==> config.mk <==
export PLATFORM = sky130hd
export DESIGN_NAME = humidity_two_point_calibration_top
export DESIGN_NICKNAME = d
export VERILOG_FILES = /design/src/rtl/hptc_pkg.sv /design/src/rtl/humidity_two_point_calibration_top.sv /design/src/rtl/hptc_prep.sv /design/src/rtl/hptc_div_cell.sv /design/src/rtl/hptc_post.sv
export SDC_FILE = /design/constraint.sdc
export NUM_CORES = 2
export LEC_CHECK = 0
export ABC_CLOCK_PERIOD_IN_PS = 8400
export BUFFER_PORTS_ARGS = -buffer_cell sky130_fd_sc_hd__buf_4
export CORE_MARGIN = 3
export CORE_UTILIZATION = 57
export CTS_CLUSTER_DIAMETER = 150
export DETAILED_ROUTE_END_ITERATION = 6
export HOLD_SLACK_MARGIN = 0.06
export PLACE_DENSITY = 0.74
export SLEW_MARGIN = 20
export SYNTH_ARGS = -nofsm -noshare
export SYNTH_HDL_FRONTEND = slang
export SYNTH_SLANG_ARGS = --single-unit
==> constraint.sdc <==
create_clock -name clk -period 8.4 [get_ports clk]
set_clock_uncertainty 0.2 [all_clocks]
set_input_delay 0.42 -clock clk [delete_from_list [all_inputs] [get_ports clk]]
set_output_delay 0.42 -clock clk [all_outputs]
set_load 0.02 [all_outputs]
==> src/rtl/hptc_pkg.sv <==
package hptc_pkg;

	// Fixed point and field widths
	localparam int FRAC_BITS = 8;
	localparam int RAW_W     = 16;
	localparam int DIFF_W    = RAW_W + 1;
	localparam int MAG_W     = RAW_W;
	localparam int HUM_W     = 7;
	localparam int DH_W      = HUM_W + 1;
	localparam int PROD_W    = MAG_W + HUM_W;
	localparam int DVD_W     = PROD_W + FRAC_BITS;
	localparam int DVS_W     = MAG_W;
	localparam int OUT_W     = 24;
	localparam int Y_W       = DVD_W + 3;
	localparam int TOP_Q8    = 100 << FRAC_BITS;

	// Accept to strobe: two front stages, one cell per quotient bit, one output stage
	localparam int LATENCY   = DVD_W + 3;

	// Configuration port
	localparam int CFG_IDX_W  = 8;
	localparam int CFG_DATA_W = 16;

	typedef enum logic [CFG_IDX_W-1:0] {
		REG_FIRST_HUM_DBL  = 8'd0,
		REG_SECOND_HUM_DBL = 8'd1,
		REG_FIRST_COUNT    = 8'd2,
		REG_SECOND_COUNT   = 8'd3
	} cfg_reg_t;

	// Word handed from cell to cell along the divider chain
	typedef struct packed {
		logic             vld;
		logic             rv;
		logic             neg;
		logic             zero;
		logic [HUM_W-1:0] h0;
		logic [DVD_W-1:0] dvd;
		logic [DVS_W-1:0] rem;
		logic [DVS_W-1:0] dvs;
	} div_word_t;

endpackage

==> src/rtl/humidity_two_point_calibration_top.sv <==
// Two-point humidity calibration.
// Input: a word (raw_humidity, reading_valid) is taken at each rising edge with start
// high and busy low. busy is always low, so a new word may be given every cycle.
// Output: each word gives exactly one result word, shown on humidity_percent_q8,
// result_valid and clamped for one cycle while done is high. Results leave in the
// order the words came in. The receiver cannot stall; none is needed.
// Throughput: one word per cycle. The latency is set by the divider chain, one
// cell per quotient bit (31 cells), plus two front stages and one output stage.
// Configuration: cfg_valid/cfg_ready with cfg_index and cfg_data; cfg_ready is
// always high. Index 0/1 take the doubled humidity bytes, 2/3 the signed counts;
// other indexes are ignored. Write only with no word in flight.
// Reset: arst_n low clears the calibration registers and every in-flight word; no word
// in flight is delivered. There is no clearing pass.
module humidity_two_point_calibration_top (
	input  logic                                  clk,
	input  logic                                  arst_n,
	input  logic                                  start,
	output logic                                  busy,
	input  logic signed [hptc_pkg::RAW_W-1:0]     raw_humidity,
	input  logic                                  reading_valid,
	output logic                                  done,
	output logic signed [hptc_pkg::OUT_W-1:0]     humidity_percent_q8,
	output logic                                  result_valid,
	output logic                                  clamped,
	input  logic                                  cfg_valid,
	output logic                                  cfg_ready,
	input  logic [hptc_pkg::CFG_IDX_W-1:0]        cfg_index,
	input  logic [hptc_pkg::CFG_DATA_W-1:0]       cfg_data
);

	logic [7:0]                               first_hum_dbl_q;
	logic [7:0]                               second_hum_dbl_q;
	logic signed [hptc_pkg::RAW_W-1:0]        first_count_q;
	logic signed [hptc_pkg::RAW_W-1:0]        second_count_q;
	logic                                     accept;
	hptc_pkg::div_word_t                      chain [0:hptc_pkg::DVD_W];

	assign busy      = 1'b0;
	assign cfg_ready = 1'b1;
	assign accept    = start && !busy;

	// Write the calibration registers
	always_ff @(posedge clk or negedge arst_n) begin
		if (!arst_n) begin
			first_hum_dbl_q  <= '0;
			second_hum_dbl_q <= '0;
			first_count_q    <= '0;
			second_count_q   <= '0;
		end else if (cfg_valid && cfg_ready) begin
			unique case (cfg_index)
				hptc_pkg::REG_FIRST_HUM_DBL:  first_hum_dbl_q  <= cfg_data[7:0];
				hptc_pkg::REG_SECOND_HUM_DBL: second_hum_dbl_q <= cfg_data[7:0];
				hptc_pkg::REG_FIRST_COUNT:    first_count_q    <= cfg_data;
				hptc_pkg::REG_SECOND_COUNT:   second_count_q   <= cfg_data;
				default: ;
			endcase
		end
	end

	hptc_prep u_prep (
		.clk            (clk),
		.arst_n         (arst_n),
		.accept         (accept),
		.raw_humidity   (raw_humidity),
		.reading_valid  (reading_valid),
		.first_hum_dbl  (first_hum_dbl_q),
		.second_hum_dbl (second_hum_dbl_q),
		.first_count    (first_count_q),
		.second_count   (second_count_q),
		.word           (chain[0])
	);

	// One restoring divide cell per quotient bit
	for (genvar i = 0; i < hptc_pkg::DVD_W; i++) begin : g_cell
		hptc_div_cell u_cell (
			.clk       (clk),
			.arst_n    (arst_n),
			.prev_word (chain[i]),
			.next_word (chain[i+1])
		);
	end

	hptc_post u_post (
		.clk                 (clk),
		.arst_n              (arst_n),
		.last_word           (chain[hptc_pkg::DVD_W]),
		.done                (done),
		.humidity_percent_q8 (humidity_percent_q8),
		.result_valid        (result_valid),
		.clamped             (clamped)
	);

	// Every accepted word comes out exactly after the pipeline latency
	a_latency: assert property (@(posedge clk) disable iff (!arst_n)
		$past(arst_n, hptc_pkg::LATENCY) |->
			(done == $past(accept, hptc_pkg::LATENCY)))
		else $error("result strobe does not match accepted word");

	// An invalid reading gives a zero value and no clamp
	a_invalid: assert property (@(posedge clk) disable iff (!arst_n)
		(done && !result_valid) |-> (humidity_percent_q8 == '0 && !clamped))
		else $error("invalid reading produced a nonzero result");

	// A valid result never exceeds full scale
	a_top: assert property (@(posedge clk) disable iff (!arst_n)
		(done && result_valid) |->
			(humidity_percent_q8 <= $signed(hptc_pkg::OUT_W'(hptc_pkg::TOP_Q8))))
		else $error("result above full scale");

	// A clamped result sits at one of the two limits
	a_clamp: assert property (@(posedge clk) disable iff (!arst_n)
		(done && clamped) |->
			(humidity_percent_q8 == $signed(hptc_pkg::OUT_W'(hptc_pkg::TOP_Q8))
			|| humidity_percent_q8 == $signed({1'b1, {(hptc_pkg::OUT_W-1){1'b0}}})))
		else $error("clamped result is not at a limit");

endmodule

==> src/rtl/hptc_prep.sv <==
module hptc_prep (
	input  logic                          clk,
	input  logic                          arst_n,
	input  logic                          accept,
	input  logic signed [hptc_pkg::RAW_W-1:0] raw_humidity,
	input  logic                          reading_valid,
	input  logic [7:0]                    first_hum_dbl,
	input  logic [7:0]                    second_hum_dbl,
	input  logic signed [hptc_pkg::RAW_W-1:0] first_count,
	input  logic signed [hptc_pkg::RAW_W-1:0] second_count,
	output hptc_pkg::div_word_t           word
);

	logic                                vld_s1;
	logic                                rv_s1;
	logic signed [hptc_pkg::DIFF_W-1:0]  diff_s1;
	logic signed [hptc_pkg::DIFF_W-1:0]  den_s1;
	logic signed [hptc_pkg::DH_W-1:0]    dh_s1;
	logic [hptc_pkg::HUM_W-1:0]          h0_s1;

	logic [hptc_pkg::DIFF_W-1:0]         diff_abs;
	logic [hptc_pkg::DIFF_W-1:0]         den_abs;
	logic [hptc_pkg::DH_W-1:0]           dh_abs;
	logic [hptc_pkg::PROD_W-1:0]         prod;
	hptc_pkg::div_word_t                 word_s2;

	// Stage 1: offsets from the first calibration point
	always_ff @(posedge clk or negedge arst_n) begin
		if (!arst_n) begin
			vld_s1 <= 1'b0;
		end else begin
			vld_s1 <= accept;
		end
	end

	always_ff @(posedge clk) begin
		rv_s1   <= reading_valid;
		diff_s1 <= {raw_humidity[hptc_pkg::RAW_W-1], raw_humidity}
			- {first_count[hptc_pkg::RAW_W-1], first_count};
		den_s1  <= {second_count[hptc_pkg::RAW_W-1], second_count}
			- {first_count[hptc_pkg::RAW_W-1], first_count};
		dh_s1   <= $signed({1'b0, second_hum_dbl[7:1]}) - $signed({1'b0, first_hum_dbl[7:1]});
		h0_s1   <= first_hum_dbl[7:1];
	end

	// Stage 2: split into sign and magnitude, form the scaled dividend
	always_comb begin
		diff_abs = diff_s1[hptc_pkg::DIFF_W-1] ? hptc_pkg::DIFF_W'(-diff_s1)
			: hptc_pkg::DIFF_W'(diff_s1);
		den_abs  = den_s1[hptc_pkg::DIFF_W-1] ? hptc_pkg::DIFF_W'(-den_s1)
			: hptc_pkg::DIFF_W'(den_s1);
		dh_abs   = dh_s1[hptc_pkg::DH_W-1] ? hptc_pkg::DH_W'(-dh_s1)
			: hptc_pkg::DH_W'(dh_s1);
		prod     = hptc_pkg::PROD_W'(diff_abs[hptc_pkg::MAG_W-1:0])
			* hptc_pkg::PROD_W'(dh_abs[hptc_pkg::HUM_W-1:0]);
	end

	always_ff @(posedge clk or negedge arst_n) begin
		if (!arst_n) begin
			word_s2 <= '0;
		end else begin
			word_s2.vld  <= vld_s1;
			word_s2.rv   <= rv_s1;
			word_s2.neg  <= diff_s1[hptc_pkg::DIFF_W-1] ^ dh_s1[hptc_pkg::DH_W-1]
				^ den_s1[hptc_pkg::DIFF_W-1];
			word_s2.zero <= (den_s1 == '0);
			word_s2.h0   <= h0_s1;
			word_s2.dvd  <= {prod, {hptc_pkg::FRAC_BITS{1'b0}}};
			word_s2.rem  <= '0;
			word_s2.dvs  <= den_abs[hptc_pkg::DVS_W-1:0];
		end
	end

	assign word = word_s2;

endmodule

==> src/rtl/hptc_div_cell.sv <==
module hptc_div_cell (
	input  logic                clk,
	input  logic                arst_n,
	input  hptc_pkg::div_word_t prev_word,
	output hptc_pkg::div_word_t next_word
);

	logic [hptc_pkg::DVS_W:0]   part;
	logic [hptc_pkg::DVS_W+1:0] trial;
	logic                       qbit;
	hptc_pkg::div_word_t        word_q;

	// Shift in the next dividend bit and try one subtraction of the divisor
	always_comb begin
		part  = {prev_word.rem, prev_word.dvd[hptc_pkg::DVD_W-1]};
		trial = {1'b0, part} - {2'b00, prev_word.dvs};
		qbit  = ~trial[hptc_pkg::DVS_W+1];
	end

	// Advance the word: keep the remainder, collect the quotient bit at the bottom
	always_ff @(posedge clk or negedge arst_n) begin
		if (!arst_n) begin
			word_q <= '0;
		end else begin
			word_q.vld  <= prev_word.vld;
			word_q.rv   <= prev_word.rv;
			word_q.neg  <= prev_word.neg;
			word_q.zero <= prev_word.zero;
			word_q.h0   <= prev_word.h0;
			word_q.dvs  <= prev_word.dvs;
			word_q.dvd  <= {prev_word.dvd[hptc_pkg::DVD_W-2:0], qbit};
			word_q.rem  <= qbit ? trial[hptc_pkg::DVS_W-1:0] : part[hptc_pkg::DVS_W-1:0];
		end
	end

	assign next_word = word_q;

endmodule

==> src/rtl/hptc_post.sv <==
module hptc_post (
	input  logic                              clk,
	input  logic                              arst_n,
	input  hptc_pkg::div_word_t               last_word,
	output logic                              done,
	output logic signed [hptc_pkg::OUT_W-1:0] humidity_percent_q8,
	output logic                              result_valid,
	output logic                              clamped
);

	localparam logic signed [hptc_pkg::Y_W-1:0] YTop = hptc_pkg::Y_W'(hptc_pkg::TOP_Q8);

	logic [hptc_pkg::Y_W-1:0]          quot;
	logic [hptc_pkg::Y_W-1:0]          base;
	logic signed [hptc_pkg::Y_W-1:0]   y;
	logic                              over;
	logic                              under;
	logic signed [hptc_pkg::OUT_W-1:0] val;
	logic                              clip;

	// Apply the sign to the quotient, add the first point, then limit; an invalid reading gives zero
	always_comb begin
		quot  = last_word.zero ? '0 : hptc_pkg::Y_W'(last_word.dvd);
		base  = hptc_pkg::Y_W'({last_word.h0, {hptc_pkg::FRAC_BITS{1'b0}}});
		y     = last_word.neg ? $signed(base - quot) : $signed(base + quot);
		over  = (y >= YTop);
		under = y[hptc_pkg::Y_W-1] && !(&y[hptc_pkg::Y_W-1:hptc_pkg::OUT_W-1]);
		val   = y[hptc_pkg::OUT_W-1:0];
		clip  = 1'b0;
		if (!last_word.rv) begin
			val = '0;
		end else if (over) begin
			val  = hptc_pkg::OUT_W'(hptc_pkg::TOP_Q8);
			clip = 1'b1;
		end else if (under) begin
			val  = {1'b1, {(hptc_pkg::OUT_W-1){1'b0}}};
			clip = 1'b1;
		end
	end

	always_ff @(posedge clk or negedge arst_n) begin
		if (!arst_n) begin
			done <= 1'b0;
		end else begin
			done <= last_word.vld;
		end
	end

	// Hold the result word for its one strobe cycle
	always_ff @(posedge clk) begin
		humidity_percent_q8 <= val;
		result_valid        <= last_word.rv;
		clamped             <= clip;
	end

endmodule
# After elaboration in Yosys (flattened, before gate mapping)
# Cells that the tools add are included.
dict set report classes {
  n_addsub 39
  multipliers 1
  order_cmp 1
  eq_ne 3
  mux 39
  bitwise_logic 34
  reduce_logical 11
}
# cell n
set op_table {}
lappend op_table {{$sub 17x16->18} 30}
lappend op_table {{$mux 16} 32}
lappend op_table {{$add 15x34->34} 1}
lappend op_table {{$ge 34x16->1 const B} 1}
lappend op_table {{$mux 34} 1}
lappend op_table {{$sub 15x34->34} 1}
lappend op_table {{$sub 16x16->17} 2}
lappend op_table {{$neg 16->16} 2}
lappend op_table {{$not 1->1} 32}
lappend op_table {{$mux 31} 1}
lappend op_table {{$mux 24} 1}
lappend op_table {{$mul 16x7->23} 1}
lappend op_table {{$logic_not 17->1} 1}
lappend op_table {{$sub 1x16->17} 1}
lappend op_table {{$eq 8x2->1 const B} 2}
lappend op_table {{$mux 15} 1}
lappend op_table {{$reduce_and 11->1} 1}
lappend op_table {{$eq 8x1->1 const B} 1}
lappend op_table {{$logic_not 8->1} 1}
lappend op_table {{$reduce_and 2->1} 4}
lappend op_table {{$sub 7x7->8} 1}
lappend op_table {{$mux 7} 1}
lappend op_table {{$neg 7->7} 1}
lappend op_table {{$reduce_or 3->1} 1}
lappend op_table {{5 further kinds} 7}
dict set report word_totals {
  reg_bits 2226
  out_inout_bits 29
  elab_cells 397
}

# Logic depth before layout (Yosys ltp)
dict set report logic_depth {
  ltp_word 8
  ltp_mapped 26
}

# Hierarchy
# From an unflattened synthesis, not the netlist that was laid out.
dict set report unflattened {
  hier_cells 7855
  hier_area_um2 103387.9
}
# mod instances cells_per_inst area_each_um2
set modules_own_cells {}
lappend modules_own_cells {{hptc_div_cell (g_cell[11].u_cell ...)} 23 199 2860.2}
lappend modules_own_cells {{hptc_div_cell (g_cell[0].u_cell ...)} 8 235 3040.4}
lappend modules_own_cells {hptc_prep 1 903 8398.1}
lappend modules_own_cells {hptc_post 1 386 2905.3}
lappend modules_own_cells {humidity_two_point_calibration_top 1 109 1975.6}

# Worst setup path after synthesis
# No wires, ideal clock.
dict set report synth_path {
  path_type {register to register}
  startpoint {register u_prep.dh_s1[0] (netlist bit)}
  endpoint {register u_prep.word_s2 (netlist bit u_prep.word[62])}
  setup_ps 134
  t_arrival_ps 5920
  slack_ps 2146
  path_stages_with_launch 25
  path_buffers 2
  synth_period_minus_slack_ps 6254
  path_cell_list {dfxtp_1 > clkbuf_1 > clkinv_1 > ha_1 > nor2b_1 > xnor2_1 > clkbuf_1 > nor2_1 > fa_1 > inv_1 > fa_1 > inv_1 > fa_1 > inv_1 > fa_1 > inv_1 > ha_1 > or2_2 > o311a_1 > o41ai_1 > o21ai_0 > a21oi_1 > a21oi_1 > nor4_1 > nor3b_1}
}
dict set report synth_via {
  elab_chain_cells 3
}
# item line
set synth_rtl {}
lappend synth_rtl {{from (decl)} hptc_prep.sv:18} ;# logic signed [hptc_pkg::DH_W-1:0] dh_s1;
lappend synth_rtl {{from (signal assigned)} hptc_prep.sv:42} ;# dh_s1 <= $signed({1'b0, second_hum_dbl[7:1]}) - $signed({1'b0, first_hum_dbl[7:1]});
lappend synth_rtl {{$neg 7->7} hptc_prep.sv:52} ;# dh_abs = dh_s1[hptc_pkg::DH_W-1] ? hptc_pkg::DH_W'(-dh_s1)
lappend synth_rtl {{$mux 7 (*)} hptc_prep.sv:52}
lappend synth_rtl {{$mul 16x7->23 (*)} hptc_prep.sv:55} ;# * hptc_pkg::PROD_W'(dh_abs[hptc_pkg::HUM_W-1:0]);
lappend synth_rtl {{named net u_prep.prod, one bit} hptc_prep.sv:24} ;# logic [hptc_pkg::PROD_W-1:0] prod;
lappend synth_rtl {{to (decl)} hptc_prep.sv:25} ;# hptc_pkg::div_word_t word_s2;
# The timed path passes the listed nets; every way through them passes the cells marked *.
# A chain may end at the register's enable or synchronous reset.

# Final worst setup path
# Same ends and word-level chain as after synthesis.

==> metrics.log <==
[metrics] run status: complete, but fails checks
[metrics] post-synthesis to final-layout area growth: 13.1%
[metrics] Synthesis Warnings: 0
[metrics] crit path capture type: flop
[metrics] Clock Path Buffers: 3
[metrics] Reg clk slew, reported paths: about 0.060 ns
[metrics] Reg2Reg Depth: 23
[metrics] launching element type of the critical path: flop
[metrics] Final GP Congestion: 0.868
[metrics] number of nets at the end of the flow: approximately 8,400
[metrics] worst voltage drop across the vdd grid: 0.000690 V
[metrics] Seq/Total Area, Yosys: between 60% and 70%
[metrics] I/O Buffers: 71
[metrics] Cell Pwr Density: 475 nW/um2
[metrics] failing checks: design-rule violations
[metrics] number of H-tree branching levels: 4
[metrics] I/O pin cnt: 74
[metrics] count of buffer and inverter cells on the critical path: 5
[metrics] setup violation total in the final timing report: 0
[metrics] Crit path top cell by count: fa_1
[metrics] worst hold path type: reg -> reg
[metrics] overall die width: 402 um
[metrics] Total Wirelength: 180,000 um
[metrics] HPWL Detailed: between 100,000 and 150,000 um
[metrics] static leakage: 0.0457 uW
[metrics] Unique masters post-synth: 84
[metrics] slowest stage cell on the critical path: o41ai_1
[metrics] ys flop type: dfrtp_1
[metrics] antenna violations before repair: 2
[metrics] achievable clock frequency: 139 MHz
[metrics] total via count in the routed design: 54,500
[metrics] part of the cycle the worst path needs: 85.8%
[metrics] Post-DRT Antenna Nets: 0
[metrics] Synth area leader: dfrtp_1
[metrics] total clock buffers created by CTS: 212
[metrics] unrepaired setup endpoints after global routing: no
[metrics] post-synth top area share: 60.0%
[metrics] drt via density: 5.48
[metrics] total core area: 155,000 um2
[metrics] worst slack at placement: 1.08 ns
[metrics] path type of the worst setup path: reg -> reg
[metrics] Final Hold Fails: 0
[metrics] Slew Limit Fails: 0
[metrics] number of synthesized register bits: 2,224
[metrics] Top delay family on crit path: adder cells
[metrics] vias in the first global route: 59,100
[metrics] die height: 402 um
[metrics] placement row count: 144
[metrics] DRC marker count from the first detailed-route iteration: 3,283
[metrics] Post-route DRC: 2
[metrics] root buffer cell: clkbuf_16
[metrics] Critical Path Max Stage Delay: about 0.63 ns
[metrics] Worst Path Arrival: 7.70 ns
[metrics] fraction of layout instances using a drive strength above 1: ~8.3%
[metrics] first-pass GRT wire length: 300,000 um
[metrics] Max-Slew Margin vs Limit: 29.0%
[metrics] transition time at the pin with the least slew margin: around 1.1 ns
[metrics] number of maximum-capacitance violations: 0
[metrics] initial core utilization: 57.7%
[metrics] critical-path maximum fanout: 16
[metrics] Tmin final: 7.20 ns
[metrics] overall routing resource usage: 22.9%
[metrics] pin count of the biggest net entering global routing: 187
[metrics] latest clock arrival within the worst-skew pair: about 0.85 ns
[metrics] routed length per placed instance: 18.2 um
[metrics] Cell Chain, Critical Path: clkinv_1, ha_1, nand2_1, nand2_1, xor2_1, buf_4, or2_2, fa_1, fa_1, inv_1, fa_1, inv_1, fa_1, inv_1, ha_1, or2_2, o311a_1, o41ai_1, o21ai_0, a21oi_1, a21oi_1, nor4_1, nor3b_1
[metrics] CTS tree: built
[metrics] Synth Area per Inst: 12.1 um2
[metrics] number of iterations in the first detailed-routing pass: 7
[metrics] overall die area: 162,000 um2
[metrics] number of enable flip-flop cells after synthesis: 0
[metrics] synthesized area: roughly 90,000 um2
[metrics] count of fill cells added during filler insertion: roughly 11,000
[metrics] count of cells along the worst hold path: 0
[metrics] synth top area cells: dfrtp_1 60%, ha_1 8.0%, a21oi_1 3.3%
[metrics] data required time of the critical path: 8.89 ns
[metrics] path length in cells of the critical path: 23
[metrics] final setup margin: approximately 1.2 ns
[metrics] clock sink total: 2,224
[metrics] total negative slack: 0 ns
[metrics] number of instances in the synthesized netlist: 7,409
[metrics] Async SR Flop Fraction: 96.6%
[metrics] overall overflow remaining after global route: 0
[per-stage QoR]
stage	std cells	hold WS, ns	area (um2)	power [uW]	util, %
floorplan	7416	-0.0756	89600	32400	-
global placement	9453	0.119	92900	36500	59.9
detailed placement	9453	0.120	92900	37700	59.9
CTS	9930	0.103	101000	48400	65.2
global route	9932	0.101	101000	52100	65.3
finish	9933	0.101	101000	48100	65.3
[path summary, 6_finish.rpt]
kind	startpoint	endpoint	slack (ns)
min	u_prep.word[42]	g_cell[0].u_cell.next_word[43]	0.10
min in group asynchronous	arst_n	g_cell[23].u_cell.next_word[20]	0.52
max in group asynchronous	arst_n	g_cell[0].u_cell.next_word[7]	5.48
min reg2reg	u_prep.word[42]	g_cell[0].u_cell.next_word[43]	0.10
max	u_prep.dh_s1[0]	u_prep.word[62]	1.20
max reg2reg	u_prep.dh_s1[0]	u_prep.word[62]	1.20
[cell families (layout without fill, tap and decap cells)]
group,Yosys count,after routing,share of synthesized area (%)
AO/OA/AOI/OAI,1419,1419,9.63
XOR/XNOR,457,457,4.47
adder cells (fa/ha/maj),674,674,10.3
buffers and inverters,816,1287,3.45
flip-flops,2224,2224,61.7
multiplexers,117,117,1.45
other,2,11,0.00838
AND/OR/NAND/NOR,1700,1700,9.02
[sequential cells by signal (all words and copies together) (netlist names), 7 cells and up]
register	flops
first_count_q	16
second_count_q	16
u_prep.diff_s1	17
first_hum_dbl_q	7
second_hum_dbl_q	7
u_prep.den_s1	17
u_prep.word	50
u_post.humidity_percent_q8	24
g_cell.u_cell.next_word	2050
u_prep.dh_s1	8
u_prep.h0_s1	7
[power breakdown]
group | internal (uW) | total (uW) | switching [uW]
logic | 9420 | 22100 | 12700
clock network | 5790 | 10000 | 4210
registers | 14300 | 16000 | 1790
total | 29500 | 48100 | 18700
[synthesized netlist by cell type (all sizes together), types with 21 or more instances]
cell	n
dfrtp	2148
inv	686
nor2	667
a21oi	599
ha	572
o21ai	355
nand2	298
xor2	263
xnor2	194
nand2b	178
nor3	137
clkbuf	116
nand3	111
fa	102
mux2	102
dfxtp	76
nor2b	64
a21o	55
o41ai	50
o21a	41
and3	40
or3	39
nor4	38
o211ai	35
o21bai	33
or4	33
or2	32
o2111ai	31
and2	27
o31ai	26
o311a	25
o211a	22
a211oi	21
a31oi	21
[cell type report]
cell class | instances | area, um2 | area share [%]
Clock buffer | 310 | 6160 | 6.09
Sequential cell | 2224 | 55300 | 54.6
Tap cell | 2044 | 2560 | 2.53
Timing Repair Buffer | 201 | 1890 | 1.87
Inverter | 688 | 2580 | 2.55
Clock inverter | 88 | 1340 | 1.33
Antenna cell | 2 | 5.00 | 0.00494
Multi-Input combinational cell | 4376 | 31400 | 31.1
[metal layers]
metal	up-vias	GRT usage (%)	part of all wire [%]
li1	25600	-	-
met1	27500	26.3	39
met2	1031	42.8	54
met3	409	3.17	3.1
met4	0	9.30	4.0
met5	-	0	0
[layout by cell type (no fill, tap or decap), types with 50 or more instances in the layout]
master         netlist  routed
nand2_1            298     298
o21ai_0            353     353
ha_1               572     572
a21o_1              55      55
nand2b_1           178     178
buf_4                2     109
mux2_2             102     102
xnor2_1            194     194
inv_1              685     685
fa_1               102     102
nor2_1             667     667
o41ai_1             50      50
dfrtp_1           2148    2148
nor2b_1             64      64
xor2_1             263     263
clkbuf_16            0     212
dlygate4sd3_1        0      78
nand3_1            111     111
dfxtp_1             76      76
nor3_1             127     127
a21oi_1            599     599
[what timing repair did]
action | in CTS | in global routing
hold buffers | 79 | 0
endpoints found under the hold margin | 318 | 0
buffers inserted | 0 | 0
resized for setup | 0 | 0
Note: power is estimated with default switching activity, not from simulation.
